===== config.mk =====
export PLATFORM = sky130hd
export DESIGN_NAME = packbits_run_decoder
export DESIGN_NICKNAME = d
export VERILOG_FILES = /design/src/hw/rtl/prd_pkg.sv /design/src/hw/rtl/prd_front.sv /design/src/hw/rtl/prd_queue.sv /design/src/hw/rtl/prd_back.sv /design/src/hw/rtl/packbits_run_decoder.sv
export SDC_FILE = /design/constraint.sdc
export NUM_CORES = 1
export LEC_CHECK = 0
export BUFFER_PORTS_ARGS = -buffer_cell sky130_fd_sc_hd__buf_2
export CORE_ASPECT_RATIO = 1.75
export CORE_UTILIZATION = 50
export DETAILED_ROUTE_END_ITERATION = 8
export GPL_TIMING_DRIVEN = 0
export PLACE_DENSITY = 0.72
export SLEW_MARGIN = 0
export SYNTH_ARGS = -nofsm -noshare
export SYNTH_HDL_FRONTEND = slang
export SYNTH_SLANG_ARGS = --single-unit

===== constraint.sdc =====
create_clock -name clock -period 13.74 [get_ports clock]
set_input_delay 0.687 -clock clock [delete_from_list [all_inputs] [get_ports clock]]
set_output_delay 0.687 -clock clock [all_outputs]
set_load 0.005 [all_outputs]

===== src/hw/rtl/prd_pkg.sv =====
// ----------------------------------------------------------------------------
// prd_pkg
// Shared types and constants for the run-length byte decoder: header
// classes, the decode mode, and the item that moves from front to back.
// ----------------------------------------------------------------------------
package prd_pkg;

   // Header bytes above this value announce a repeated byte
   localparam logic [7:0]  HEADER_SPLIT  = 8'h80;
   // Repeat count is this value minus the header
   localparam logic [8:0]  REPEAT_BASE   = 9'd257;
   // Reset value of the output limit register
   localparam logic [15:0] LIMIT_RESET   = 16'd64000;
   localparam int          LIMIT_WIDTH   = 16;
   localparam int          BYTE_WIDTH    = 8;
   // Queue between front and back
   localparam int          QUEUE_DEPTH   = 2;
   localparam int          QPTR_WIDTH    = $clog2(QUEUE_DEPTH);
   localparam int          QCNT_WIDTH    = $clog2(QUEUE_DEPTH + 1);

   typedef enum logic [1:0] {
      MODE_HEADER  = 2'd0,
      MODE_REPEAT  = 2'd1,
      MODE_LITERAL = 2'd2
   } prd_mode_type;

   // One queued item: a data byte with its run length, or a start token
   typedef struct packed {
      logic                  is_data;
      logic [BYTE_WIDTH-1:0] value;
      logic [BYTE_WIDTH-1:0] run;
   } prd_entry_type;

endpackage


===== src/hw/rtl/prd_front.sv =====
// ----------------------------------------------------------------------------
// prd_front
// Front end: accepts compressed bytes, tracks the header / data framing and
// pushes data bytes (with run length) and start tokens into the queue.
// ----------------------------------------------------------------------------
module prd_front
   import prd_pkg::*;
(
   input  logic          clock,
   input  logic          reset,
   input  logic          req_valid,
   output logic          req_ready,
   input  logic [7:0]    req_stream_byte,
   input  logic          req_start_image,
   input  logic          q_ready,
   output logic          q_push,
   output prd_entry_type q_entry
);

   prd_mode_type mode_ff, mode_in;
   logic [7:0]   lit_left_ff, lit_left_in;
   logic [7:0]   pend_ff, pend_in;
   logic         accept;
   prd_mode_type eff_mode;
   logic [7:0]   lit_dec;

   assign req_ready = q_ready;
   assign accept    = req_valid && q_ready;
   // a start marker always makes this byte a header
   assign eff_mode  = req_start_image ? MODE_HEADER : mode_ff;
   assign lit_dec   = lit_left_ff - 8'd1;

   // Next state
   always_comb begin
      mode_in     = mode_ff;
      lit_left_in = lit_left_ff;
      pend_in     = pend_ff;
      if (accept) begin
         case (eff_mode)
            MODE_REPEAT: begin
               mode_in = MODE_HEADER;
            end
            MODE_LITERAL: begin
               lit_left_in = lit_dec;
               if (lit_dec == 8'd0) begin
                  mode_in = MODE_HEADER;
               end
            end
            default: begin
               if (req_stream_byte > HEADER_SPLIT) begin
                  pend_in = 8'(REPEAT_BASE - {1'b0, req_stream_byte});
                  mode_in = MODE_REPEAT;
               end else begin
                  lit_left_in = req_stream_byte + 8'd1;
                  mode_in     = MODE_LITERAL;
               end
            end
         endcase
      end
   end

   // Queue outputs
   always_comb begin
      q_push          = 1'b0;
      q_entry.is_data = 1'b0;
      q_entry.value   = req_stream_byte;
      q_entry.run     = 8'd1;
      case (eff_mode)
         MODE_REPEAT: begin
            q_push          = accept;
            q_entry.is_data = 1'b1;
            q_entry.run     = pend_ff;
         end
         MODE_LITERAL: begin
            q_push          = accept;
            q_entry.is_data = 1'b1;
         end
         default: begin
            // header: only a start marker goes on to the back end
            q_push = accept && req_start_image;
         end
      endcase
   end

   always_ff @(posedge clock) begin
      if (reset) begin
         mode_ff     <= MODE_HEADER;
         lit_left_ff <= 8'd0;
         pend_ff     <= 8'd0;
      end else begin
         mode_ff     <= mode_in;
         lit_left_ff <= lit_left_in;
         pend_ff     <= pend_in;
      end
   end

endmodule


===== src/hw/rtl/prd_queue.sv =====
// ----------------------------------------------------------------------------
// prd_queue
// Short FIFO between front and back so that each side can stall on its own.
// ----------------------------------------------------------------------------
module prd_queue
   import prd_pkg::*;
(
   input  logic          clock,
   input  logic          reset,
   input  logic          push,
   input  prd_entry_type push_entry,
   output logic          push_ready,
   input  logic          pop,
   output logic          pop_valid,
   output prd_entry_type pop_entry
);

   prd_entry_type         mem_ff [QUEUE_DEPTH];
   logic [QPTR_WIDTH-1:0] wr_ptr_ff, wr_ptr_in;
   logic [QPTR_WIDTH-1:0] rd_ptr_ff, rd_ptr_in;
   logic [QCNT_WIDTH-1:0] count_ff, count_in;
   logic                  do_push, do_pop;

   assign push_ready = count_ff != QCNT_WIDTH'(QUEUE_DEPTH);
   assign pop_valid  = count_ff != '0;
   assign pop_entry  = mem_ff[rd_ptr_ff];
   assign do_push    = push && push_ready;
   assign do_pop     = pop && pop_valid;

   // Pointer and fill count update
   always_comb begin
      wr_ptr_in = wr_ptr_ff;
      rd_ptr_in = rd_ptr_ff;
      count_in  = count_ff;
      if (do_push) begin
         wr_ptr_in = (wr_ptr_ff == QPTR_WIDTH'(QUEUE_DEPTH - 1)) ? '0 : wr_ptr_ff + 1'b1;
      end
      if (do_pop) begin
         rd_ptr_in = (rd_ptr_ff == QPTR_WIDTH'(QUEUE_DEPTH - 1)) ? '0 : rd_ptr_ff + 1'b1;
      end
      if (do_push && !do_pop) begin
         count_in = count_ff + 1'b1;
      end else if (do_pop && !do_push) begin
         count_in = count_ff - 1'b1;
      end
   end

   always_ff @(posedge clock) begin
      if (reset) begin
         wr_ptr_ff <= '0;
         rd_ptr_ff <= '0;
         count_ff  <= '0;
      end else begin
         wr_ptr_ff <= wr_ptr_in;
         rd_ptr_ff <= rd_ptr_in;
         count_ff  <= count_in;
      end
   end

   // Storage, no reset needed
   always_ff @(posedge clock) begin
      if (do_push) begin
         mem_ff[wr_ptr_ff] <= push_entry;
      end
   end

   a_count_bound: assert property (@(posedge clock) disable iff (reset)
      count_ff <= QCNT_WIDTH'(QUEUE_DEPTH))
      else $error("queue count above depth");
   a_count_track: assert property (@(posedge clock) disable iff (reset)
      (do_push && !do_pop) |=> count_ff == $past(count_ff) + 1'b1)
      else $error("queue count missed a push");

endmodule


===== src/hw/rtl/prd_back.sv =====
// ----------------------------------------------------------------------------
// prd_back
// Back end: owns the output limit, counts decoded bytes, clips the run that
// reaches the limit and holds the result in an output register.
// ----------------------------------------------------------------------------
module prd_back
   import prd_pkg::*;
#(
   parameter int COUNT_WIDTH = 16
)
(
   input  logic          clock,
   input  logic          reset,
   input  logic          csr_valid,
   output logic          csr_ready,
   input  logic [15:0]   csr_output_limit,
   input  logic          q_valid,
   input  prd_entry_type q_entry,
   output logic          q_pop,
   output logic          rsp_valid,
   input  logic          rsp_ready,
   output logic [7:0]    rsp_pixel_value,
   output logic [7:0]    rsp_repeat_count,
   output logic          rsp_limit_reached
);

   localparam int WIDE = ((COUNT_WIDTH > LIMIT_WIDTH) ? COUNT_WIDTH : LIMIT_WIDTH) + 1;

   logic [LIMIT_WIDTH-1:0] limit_ff, limit_in;
   logic [COUNT_WIDTH-1:0] bytes_ff, bytes_in;
   logic                   finished_ff, finished_in;
   logic                   rsp_valid_ff, rsp_valid_in;
   logic [7:0]             pixel_ff, pixel_in;
   logic [7:0]             repeat_ff, repeat_in;
   logic                   reached_ff, reached_in;

   logic [WIDE-1:0]        bytes_ext, limit_ext, remaining, run_ext, new_ext;
   logic                   under_limit;
   logic [7:0]             clipped;
   logic [COUNT_WIDTH:0]   sum;
   logic [COUNT_WIDTH-1:0] bytes_sat;
   logic                   load;

   assign csr_ready = 1'b1;

   // Limit arithmetic
   assign bytes_ext   = WIDE'(bytes_ff);
   assign limit_ext   = WIDE'(limit_ff);
   assign run_ext     = WIDE'(q_entry.run);
   assign under_limit = bytes_ext < limit_ext;
   assign remaining   = limit_ext - bytes_ext;
   assign clipped     = (run_ext > remaining) ? remaining[7:0] : q_entry.run;
   assign sum         = {1'b0, bytes_ff} + (COUNT_WIDTH+1)'(clipped);
   // counter saturates at all ones
   assign bytes_sat   = sum[COUNT_WIDTH] ? {COUNT_WIDTH{1'b1}} : sum[COUNT_WIDTH-1:0];
   assign new_ext     = WIDE'(bytes_sat);

   // One queue item per cycle whenever the output register is free
   assign q_pop = q_valid && (!rsp_valid_ff || rsp_ready);
   assign load  = q_pop && q_entry.is_data && !finished_ff && under_limit;

   // Decode state and result
   always_comb begin
      limit_in    = limit_ff;
      bytes_in    = bytes_ff;
      finished_in = finished_ff;
      pixel_in    = pixel_ff;
      repeat_in   = repeat_ff;
      reached_in  = reached_ff;
      if (csr_valid && csr_ready) begin
         limit_in = csr_output_limit;
      end
      if (q_pop) begin
         if (!q_entry.is_data) begin
            // start marker
            bytes_in    = '0;
            finished_in = 1'b0;
         end else if (!finished_ff) begin
            if (!under_limit) begin
               finished_in = 1'b1;
            end else begin
               bytes_in    = bytes_sat;
               finished_in = new_ext >= limit_ext;
               pixel_in    = q_entry.value;
               repeat_in   = clipped;
               reached_in  = new_ext >= limit_ext;
            end
         end
      end
      if (load) begin
         rsp_valid_in = 1'b1;
      end else if (rsp_ready) begin
         rsp_valid_in = 1'b0;
      end else begin
         rsp_valid_in = rsp_valid_ff;
      end
   end

   always_ff @(posedge clock) begin
      if (reset) begin
         limit_ff     <= LIMIT_RESET;
         bytes_ff     <= '0;
         finished_ff  <= 1'b0;
         rsp_valid_ff <= 1'b0;
      end else begin
         limit_ff     <= limit_in;
         bytes_ff     <= bytes_in;
         finished_ff  <= finished_in;
         rsp_valid_ff <= rsp_valid_in;
      end
   end

   // Result payload
   always_ff @(posedge clock) begin
      pixel_ff   <= pixel_in;
      repeat_ff  <= repeat_in;
      reached_ff <= reached_in;
   end

   assign rsp_valid         = rsp_valid_ff;
   assign rsp_pixel_value   = pixel_ff;
   assign rsp_repeat_count  = repeat_ff;
   assign rsp_limit_reached = reached_ff;

   a_nonzero_run: assert property (@(posedge clock) disable iff (reset)
      load |-> clipped != 8'd0)
      else $error("result with zero repeat count");
   a_flag_sets_done: assert property (@(posedge clock) disable iff (reset)
      (load && reached_in) |=> finished_ff && rsp_valid_ff)
      else $error("limit flag without finished state");
   a_done_holds: assert property (@(posedge clock) disable iff (reset)
      (finished_ff && !(q_pop && !q_entry.is_data)) |=> finished_ff)
      else $error("finished cleared without start marker");
   a_no_load_done: assert property (@(posedge clock) disable iff (reset)
      finished_ff |-> !load)
      else $error("result produced after finishing");

endmodule


===== src/hw/rtl/packbits_run_decoder.sv =====
// ----------------------------------------------------------------------------
// packbits_run_decoder
// Run-length byte stream decoder: one compressed byte per item, one result
// per data byte below the limit, carrying the value, its clipped repeat count and a limit flag.
// Throughput: one compressed byte per cycle while the queue has room and the
// result side keeps up; each accepted data byte passes through a queue slot
// and then the output register before its result appears.
// Reset: synchronous; mode header, counters zero, limit 64000, queue empty.
// ----------------------------------------------------------------------------
module packbits_run_decoder
   import prd_pkg::*;
#(
   parameter int COUNT_WIDTH = 16
)
(
   input  logic        clock,
   input  logic        reset,
   input  logic        csr_valid,
   output logic        csr_ready,
   input  logic [15:0] csr_output_limit,
   input  logic        req_valid,
   output logic        req_ready,
   input  logic [7:0]  req_stream_byte,
   input  logic        req_start_image,
   output logic        rsp_valid,
   input  logic        rsp_ready,
   output logic [7:0]  rsp_pixel_value,
   output logic [7:0]  rsp_repeat_count,
   output logic        rsp_limit_reached
);

   logic          push, push_ready, pop, pop_valid;
   prd_entry_type push_entry, pop_entry;

   // Framing parser
   prd_front u_front (
      .clock           (clock),
      .reset           (reset),
      .req_valid       (req_valid),
      .req_ready       (req_ready),
      .req_stream_byte (req_stream_byte),
      .req_start_image (req_start_image),
      .q_ready         (push_ready),
      .q_push          (push),
      .q_entry         (push_entry)
   );

   // Decoupling queue
   prd_queue u_queue (
      .clock      (clock),
      .reset      (reset),
      .push       (push),
      .push_entry (push_entry),
      .push_ready (push_ready),
      .pop        (pop),
      .pop_valid  (pop_valid),
      .pop_entry  (pop_entry)
   );

   // Limit accounting and result register
   prd_back #(
      .COUNT_WIDTH (COUNT_WIDTH)
   ) u_back (
      .clock             (clock),
      .reset             (reset),
      .csr_valid         (csr_valid),
      .csr_ready         (csr_ready),
      .csr_output_limit  (csr_output_limit),
      .q_valid           (pop_valid),
      .q_entry           (pop_entry),
      .q_pop             (pop),
      .rsp_valid         (rsp_valid),
      .rsp_ready         (rsp_ready),
      .rsp_pixel_value   (rsp_pixel_value),
      .rsp_repeat_count  (rsp_repeat_count),
      .rsp_limit_reached (rsp_limit_reached)
   );

endmodule


## Word-level counts from Yosys, hierarchy flattened

Memories as Yosys holds them, arrays and structs flattened. A register that Yosys moved wholly into a read port is not among the register bits.
Cells that the tools add are included.

- Logic and storage cells: 89
- Output and inout bits: 20
- Memories kept: 1
- Memory bits (writable): 34
- Flip-flop bits (word level): 73
- Input bits: 30

- Reduce and logical (&&, ||, !) cells: 25
- $lt $le $gt $ge: 4
- Bitwise gates (word level): 3
- Add/subtract/negate cells: 9
- Mux-type cells: 27
- Eq/ne operators: 7

Memories:

| name | words | bits a word | rd ports | clocked after memory_dff | write ports | line | text |
|---|---|---|---|---|---|---|---|
| u_queue.mem_ff | 2 | 17 | 1 | 1 | 1 | prd_queue.sv:18 | `prd_entry_type mem_ff [QUEUE_DEPTH];` |

Operators by type and width:

| cell | count |
|---|---|
| $mux W16 | 4 |
| $mux W8 | 3 |
| $add A16 B8 Y17 | 1 |
| $gt A8 B17 Y1 | 1 |
| $sub A16 B16 Y17 | 1 |
| $ge A16 B16 Y1 | 1 |
| $lt A16 B16 Y1 | 1 |
| $pmux W8 S2 | 1 |
| $mux W1 | 13 |
| $logic_and A1 B1 Y1 | 10 |
| $mux W2 | 5 |
| $reduce_and A3 Y1 | 3 |
| $add A8 B1 Y8 const B | 1 |
| $gt A8 B8 Y1 const B | 1 |
| $logic_not A8 Y1 | 1 |
| $ne A2 B2 Y1 const B | 4 |
| $sub A1 B8 Y8 const A | 1 |
| $sub A8 B1 Y8 const B | 1 |
| $reduce_bool A2 Y1 | 3 |
| $logic_not A1 Y1 | 4 |
| $pmux W2 S2 | 1 |
| $reduce_and A4 Y1 | 1 |
| $not A1 Y1 | 3 |
| $add A1 B1 Y1 const B | 2 |
| 8 further kinds | 8 |

## Logic depth before layout (Yosys ltp)

- Depth after elaboration: 9
- Depth in mapped cells: 38
- Gate-level depth less buffers: 37

## By module

From an unflattened synthesis, not the netlist that was laid out.

- Cell total of the unflattened synthesis: 700
- Area total of the unflattened synthesis: 6723.9 µm²

Modules (own cells, without submodules):

| module | cells an instance | instances | sequential area each (µm²) | area an instance (µm²) |
|---|---|---|---|---|
| prd_back | 448 | 1 | 1191.1 | 3871.2 |
| prd_queue | 77 | 1 | 1121.1 | 1447.6 |
| prd_front | 175 | 1 | 360.3 | 1405.1 |

## Worst setup path after synthesis

Ideal clock, no wire load.

- Kind: flip-flop to flip-flop
- Start point: reg u_back.bytes_ff[1]
- End point: reg u_back.reached_ff (netlist: u_back.rsp_limit_reached) (data pin)
- Period minus slack after synthesis: 7.108 ns
- Setup slack: 6.632 ns
- Arrival: 6.844 ns
- Data required time: 13.476 ns
- Buffers on the path: 2
- Cell stages (with the launch flop): 37
- Setup time: 0.264 ns
- Cells stage by stage: dfxtp_1 -> inv_1 -> ha_1 -> nor2b_1 -> o211a_1 -> nand2b_1 -> a21oi_1 -> xor2_1 -> ha_1 -> nand3_1 -> nor2_1 -> a21oi_1 -> nand4_1 -> a311o_1 -> or4_1 -> nor4_2 -> buf_6 -> mux2i_1 -> ha_1 -> inv_1 -> fa_1 -> nor2b_1 -> o21ai_0 -> a21boi_0 -> o31ai_1 -> a2111o_1 -> clkbuf_1 -> nor2b_1 -> ha_1 -> nand2b_1 -> a21o_1 -> a21o_1 -> a21o_1 -> a21oi_1 -> o21ai_0 -> o211ai_1 -> a21oi_1

- Longest elaborated chain between the ends: 6

Ends and longest elaborated chain:

| item | line | text |
|---|---|---|
| from (decl) | prd_back.sv:30 | `logic [COUNT_WIDTH-1:0] bytes_ff, bytes_in;` |
| from (signal assigned) | prd_back.sv:107 | `bytes_ff <= bytes_in;` |
| $sub A16 B16 Y17 | prd_back.sv:51 | `assign remaining = limit_ext - bytes_ext;` |
| $gt A8 B17 Y1 | prd_back.sv:52 | `assign clipped = (run_ext > remaining) ? remaining[7:0] : q_entry.run;` |
| $mux W8 | prd_back.sv:52 |  |
| named net u_back.clipped[0] | prd_back.sv:39 | `logic [7:0] clipped;` |
| $add A16 B8 Y17 | prd_back.sv:53 | `assign sum = {1'b0, bytes_ff} + (COUNT_WIDTH+1)'(clipped);` |
| $mux W16 | prd_back.sv:55 | `assign bytes_sat = sum[COUNT_WIDTH] ? {COUNT_WIDTH{1'b1}} : sum[COUNT_WIDTH-1:0];` |
| $ge A16 B16 Y1 | prd_back.sv:86 | `reached_in = new_ext >= limit_ext;` |
| to (signal assigned) | prd_back.sv:117 | `reached_ff <= reached_in;` |
| to (decl) | prd_back.sv:35 | `logic reached_ff, reached_in;` |

The timed path passes the listed nets, and every way through them passes these cells.
A chain may end at the register's enable or synchronous reset.

## Worst setup path in the final report

- Start point: reg u_back.bytes_ff[0]
- End point: reg u_back.reached_ff (netlist: u_back.rsp_limit_reached) (data pin)

- Longest elaborated chain between the ends: 6

Ends and longest elaborated chain:

| item | line |
|---|---|
| $sub A16 B16 Y17 * | prd_back.sv:51 |
| $gt A8 B17 Y1 | prd_back.sv:52 |
| $mux W8 * | prd_back.sv:52 |
| named net u_back.clipped[2] | prd_back.sv:39 |
| $add A16 B8 Y17 * | prd_back.sv:53 |
| $mux W16 * | prd_back.sv:55 |
| $ge A16 B16 Y1 * | prd_back.sv:86 |

Mark *: on every way through the listed nets, which the timed path passes. The rest lies on a longest branch.

==> flow_metrics.tcl <==
set metrics [dict create \
    synthXorXnorAreaFrac_pct 4.15 \
    setup.reg_to_reg.worst_slack_ns 4.82 \
    vdd_ir_drop_max_v 0.0000810 \
    hold_violations 0 \
    area_inside_the_core_boundary_sq_um 12900 \
    switchingPower_uw 429 \
    layout_common_cells "sky130_fd_sc_hd__nor2_1, sky130_fd_sc_hd__inv_1, sky130_fd_sc_hd__ha_1, sky130_fd_sc_hd__dfxtp_1, sky130_fd_sc_hd__edfxtp_1" \
    register_area_share_after_synthesis_pct 40.8 \
    powerDensity_nw_per_um2 154 \
    avgViaCountPerCell 5.72 \
    report.final.setup_viol 0 \
    layout.nets 821 \
    internal_power_uw 701 \
    floorplan.die_area_sq_um 13600 \
    run_status "finished clean" \
    post-route-drc-count 0 \
    critical_path_arrival_ns 9.01 \
    synth.cell_area_sq_um 6550 \
    p_clk_share_pct 23.7 \
    slowest_stage "sky130_fd_sc_hd__o31ai_1" \
    muxShareOfSynthArea_pct 7.81 \
    worst-path-max-fanout 10 \
    final_cell_count_no_fill 908 \
    max_cap_viol_count 0 \
    slew_at_the_pin_with_the_worst_max_slew_slack_ns 0.924 \
    max-slew-margin-rel_pct 38.2 \
    power.sequential.fraction_pct 36.1 \
    place.gp.congestion 0.869 \
    flow.area_growth_from_synthesis_pct 12.1 \
    timing.final.max_slew_violations 0 \
    number_of_cells_in_the_design_after_placement 892 \
    synth_async_sr_flop_share_pct 0 \
    drt_iter0_markers 230 \
    globalRouteTotalUtil_pct 25.5 \
    fin_ws_ns 4.82 \
    synth.lib_cells_used.distinct 64 \
    total_i_o_pin_count 50 \
    core.rowCount 55 \
    cts_tree "done" \
    critical_path.max_stage_delay_ns 0.55 \
    grt_pass1_wl_um 26200 \
    timing.hold.ws_ns 0.491 \
    critPathLaunchType "register" \
    synth_top_flop_cell "sky130_fd_sc_hd__dfxtp_1" \
    via_count_of_the_first_global_routing_pass 5442 \
    warnings_from_yosys 0 \
    worstPathRequired_ns 13.84 \
    cts_hold_repair.buffers 0 \
    dieWidth_um 88.5 \
    synth_compound_gate_area_share_pct 16.6 \
    p_leak_uw 0.00300 \
    numPortBuffers 46 \
    synthesized_area_per_cell_sq_um 9.73 \
    fin_crit_ns 8.92 \
    synth_top_family_by_area "compound AO/OA/AOI/OAI gates" \
    sw_frac_of_total_pct 38.0 \
    cts_resized 0 \
    post_synth_main_area_contributors "sky130_fd_sc_hd__edfxtp_1, sky130_fd_sc_hd__dfxtp_1, sky130_fd_sc_hd__ha_1, sky130_fd_sc_hd__mux2i_1, sky130_fd_sc_hd__nor2_1" \
    cts.sinks 108 \
    post_route_cells_drive_above_1_share_pct 13.7 \
    grt_start_max_net_pins 27 \
    number_of_flops_mapped_to_enable_cells_by_yosys 51 \
    p_comb_share_pct 40.2 \
    antenna_found_initial 0 \
    clock-root-buffer "sky130_fd_sc_hd__clkbuf_16" \
    antenna_viol_nets_final 0 \
    report.power.total_uw 1130 \
    htree_levels 3 \
    dp_hpwl_um 12700 \
    clk-insertion-delay-late_ns 0.36 \
    clk_transition_reported_paths_ns 0.09 \
    simple_gate_fraction_of_synth_area_pct 13.6 \
    wirelength_um 16400 \
    placement.setup.worst_slack_ns 5.08 \
    syn-instance-count 673 \
    fin_tns_setup_ns 0 \
    cts_post_setup_buffers_inserted 0 \
    layout_commonest_cell "sky130_fd_sc_hd__nor2_1" \
    post_synth_net_total 762 \
    min_path_type "register to register" \
    antenna_diode_count 0 \
    synthAdderAreaFrac_pct 11.5 \
    cts_inserted_buffers 9 \
    setup_repair_after_global_routing_missed_its_margin "no" \
    sort_of_element_at_the_end_of_the_critical_path "register" \
    global_route.overflow_total 0 \
    synth_area_leader_cell "sky130_fd_sc_hd__edfxtp_1" \
    wire_per_inst_um 18.1 \
    floorplan.initialDensity_pct 50.9 \
    drt_first_pass_iters 5 \
    final_min_period_over_clock_period_pct 64.9 \
    fp.dieH_um 153 \
    clock-skew-final_ns 0.0100 \
    achievable-frequency_ghz 0.112 \
    synth-seq-cells 108 \
    num_vias 5196 \
    cts_buffer_depth 2 \
    critPathKind "register to register" \
    fillCellCount 1114 \
    yosysTopAreaCellShare_pct 23.4 \
]
[kinds of logic after synthesis]
family | count (synthesis)
AND/OR/NAND/NOR | 191
AO/OA/AOI/OAI | 155
flip-flops | 108
buffers and inverters | 79
adder cells (fa/ha/maj) | 59
multiplexers | 49
XOR/XNOR | 31
other | 1
[worst max-delay path, delay by kind of cell (launching register included)]
family                   cells  cell delay (ns)
flip-flops                   1             0.42
AND/OR/NAND/NOR              9             1.95
XOR/XNOR                     1             0.23
AO/OA/AOI/OAI               16             3.51
multiplexers                 1             0.42
adder cells (fa/ha/maj)      5             1.43
buffers and inverters        3             0.68
[cells in the mapped netlist (all sizes together), types with 3 or more instances]
master  number
nand2b      10
nand2       48
dfxtp       57
o21a         9
and2        11
o31ai        3
nor2        70
o31a         3
a22o         6
a211oi      15
nor3         9
o21ai       30
o22ai        5
inv         58
mux2        14
nor2b        8
ha          57
o211ai      11
xor2        13
xnor2       18
o211a        3
edfxtp      51
a22oi        9
nor4         4
clkbuf      10
buf         11
or3          4
mux2i       35
a21o        13
a21oi       34
nand3       10
nand4        8
[path summary, 6_finish.rpt]
kind | startpoint | to | cells past startpoint
setup / recovery | u_back.bytes_ff[0] | u_back.rsp_limit_reached | 35
hold / removal | u_front.pend_ff[1] | u_front.pend_ff[1] | 2
setup reg to reg | u_back.bytes_ff[0] | u_back.rsp_limit_reached | 35
hold reg to reg | u_front.pend_ff[1] | u_front.pend_ff[1] | 2
[power groups by stage]
| stage | registers [uW] | clock network, uW | logic (uW) |
|---|---|---|---|
| finish | 408 | 268 | 454 |
| global route | 412 | 283 | 501 |
| CTS | 408 | 271 | 451 |
| detailed placement | 414 | 0 | 447 |
| global placement | 414 | 0 | 427 |
| floorplan | 411 | 0 | 323 |
[stage by stage]
| step | util (%) | instance area [sq um] |
|---|---|---|
| after floorplan | - | 6550 |
| after global placement | 54.3 | 6990 |
| after detailed placement | 54.6 | 7030 |
| after CTS | 57.0 | 7340 |
| after global routing | 57.0 | 7340 |
| final | 57.0 | 7340 |
[routing by layer]
metal	wire length (um)	global-route usage [%]	share of wire [%]
met3	549	4.05	3.3
met1	5840	24.4	36
met4	867	13.7	5.3
met2	9130	49.3	56
met5	0	0	0
[state kept, by name (all words and copies together), names as in the netlist, named ones only]
register                  cells
u_queue.mem_ff               34
u_back.bytes_ff              16
u_back.limit_ff              16
u_back.rsp_pixel_value        8
u_back.rsp_repeat_count       8
u_front.lit_left_ff           8
u_front.pend_ff               8
u_front.mode_ff               2
u_queue.count_ff              2
u_back.finished_ff            1
u_back.rsp_limit_reached      1
u_back.rsp_valid              1
u_queue.rd_ptr_ff             1
u_queue.wr_ptr_ff             1
[cell type report]
cell class	count	area, sq um	share of cell area, %
Clock buffer	9	225	3.07
Inverter	58	218	2.97
Timing Repair Buffer	48	260	3.55
Multi-Input combinational cell	486	3530	48.1
Tap cell	171	214	2.92
Clock inverter	7	86.3	1.18
Sequential cell	108	2670	36.4
Buffer	21	135	1.84
(Power assumes the default switching activity.)
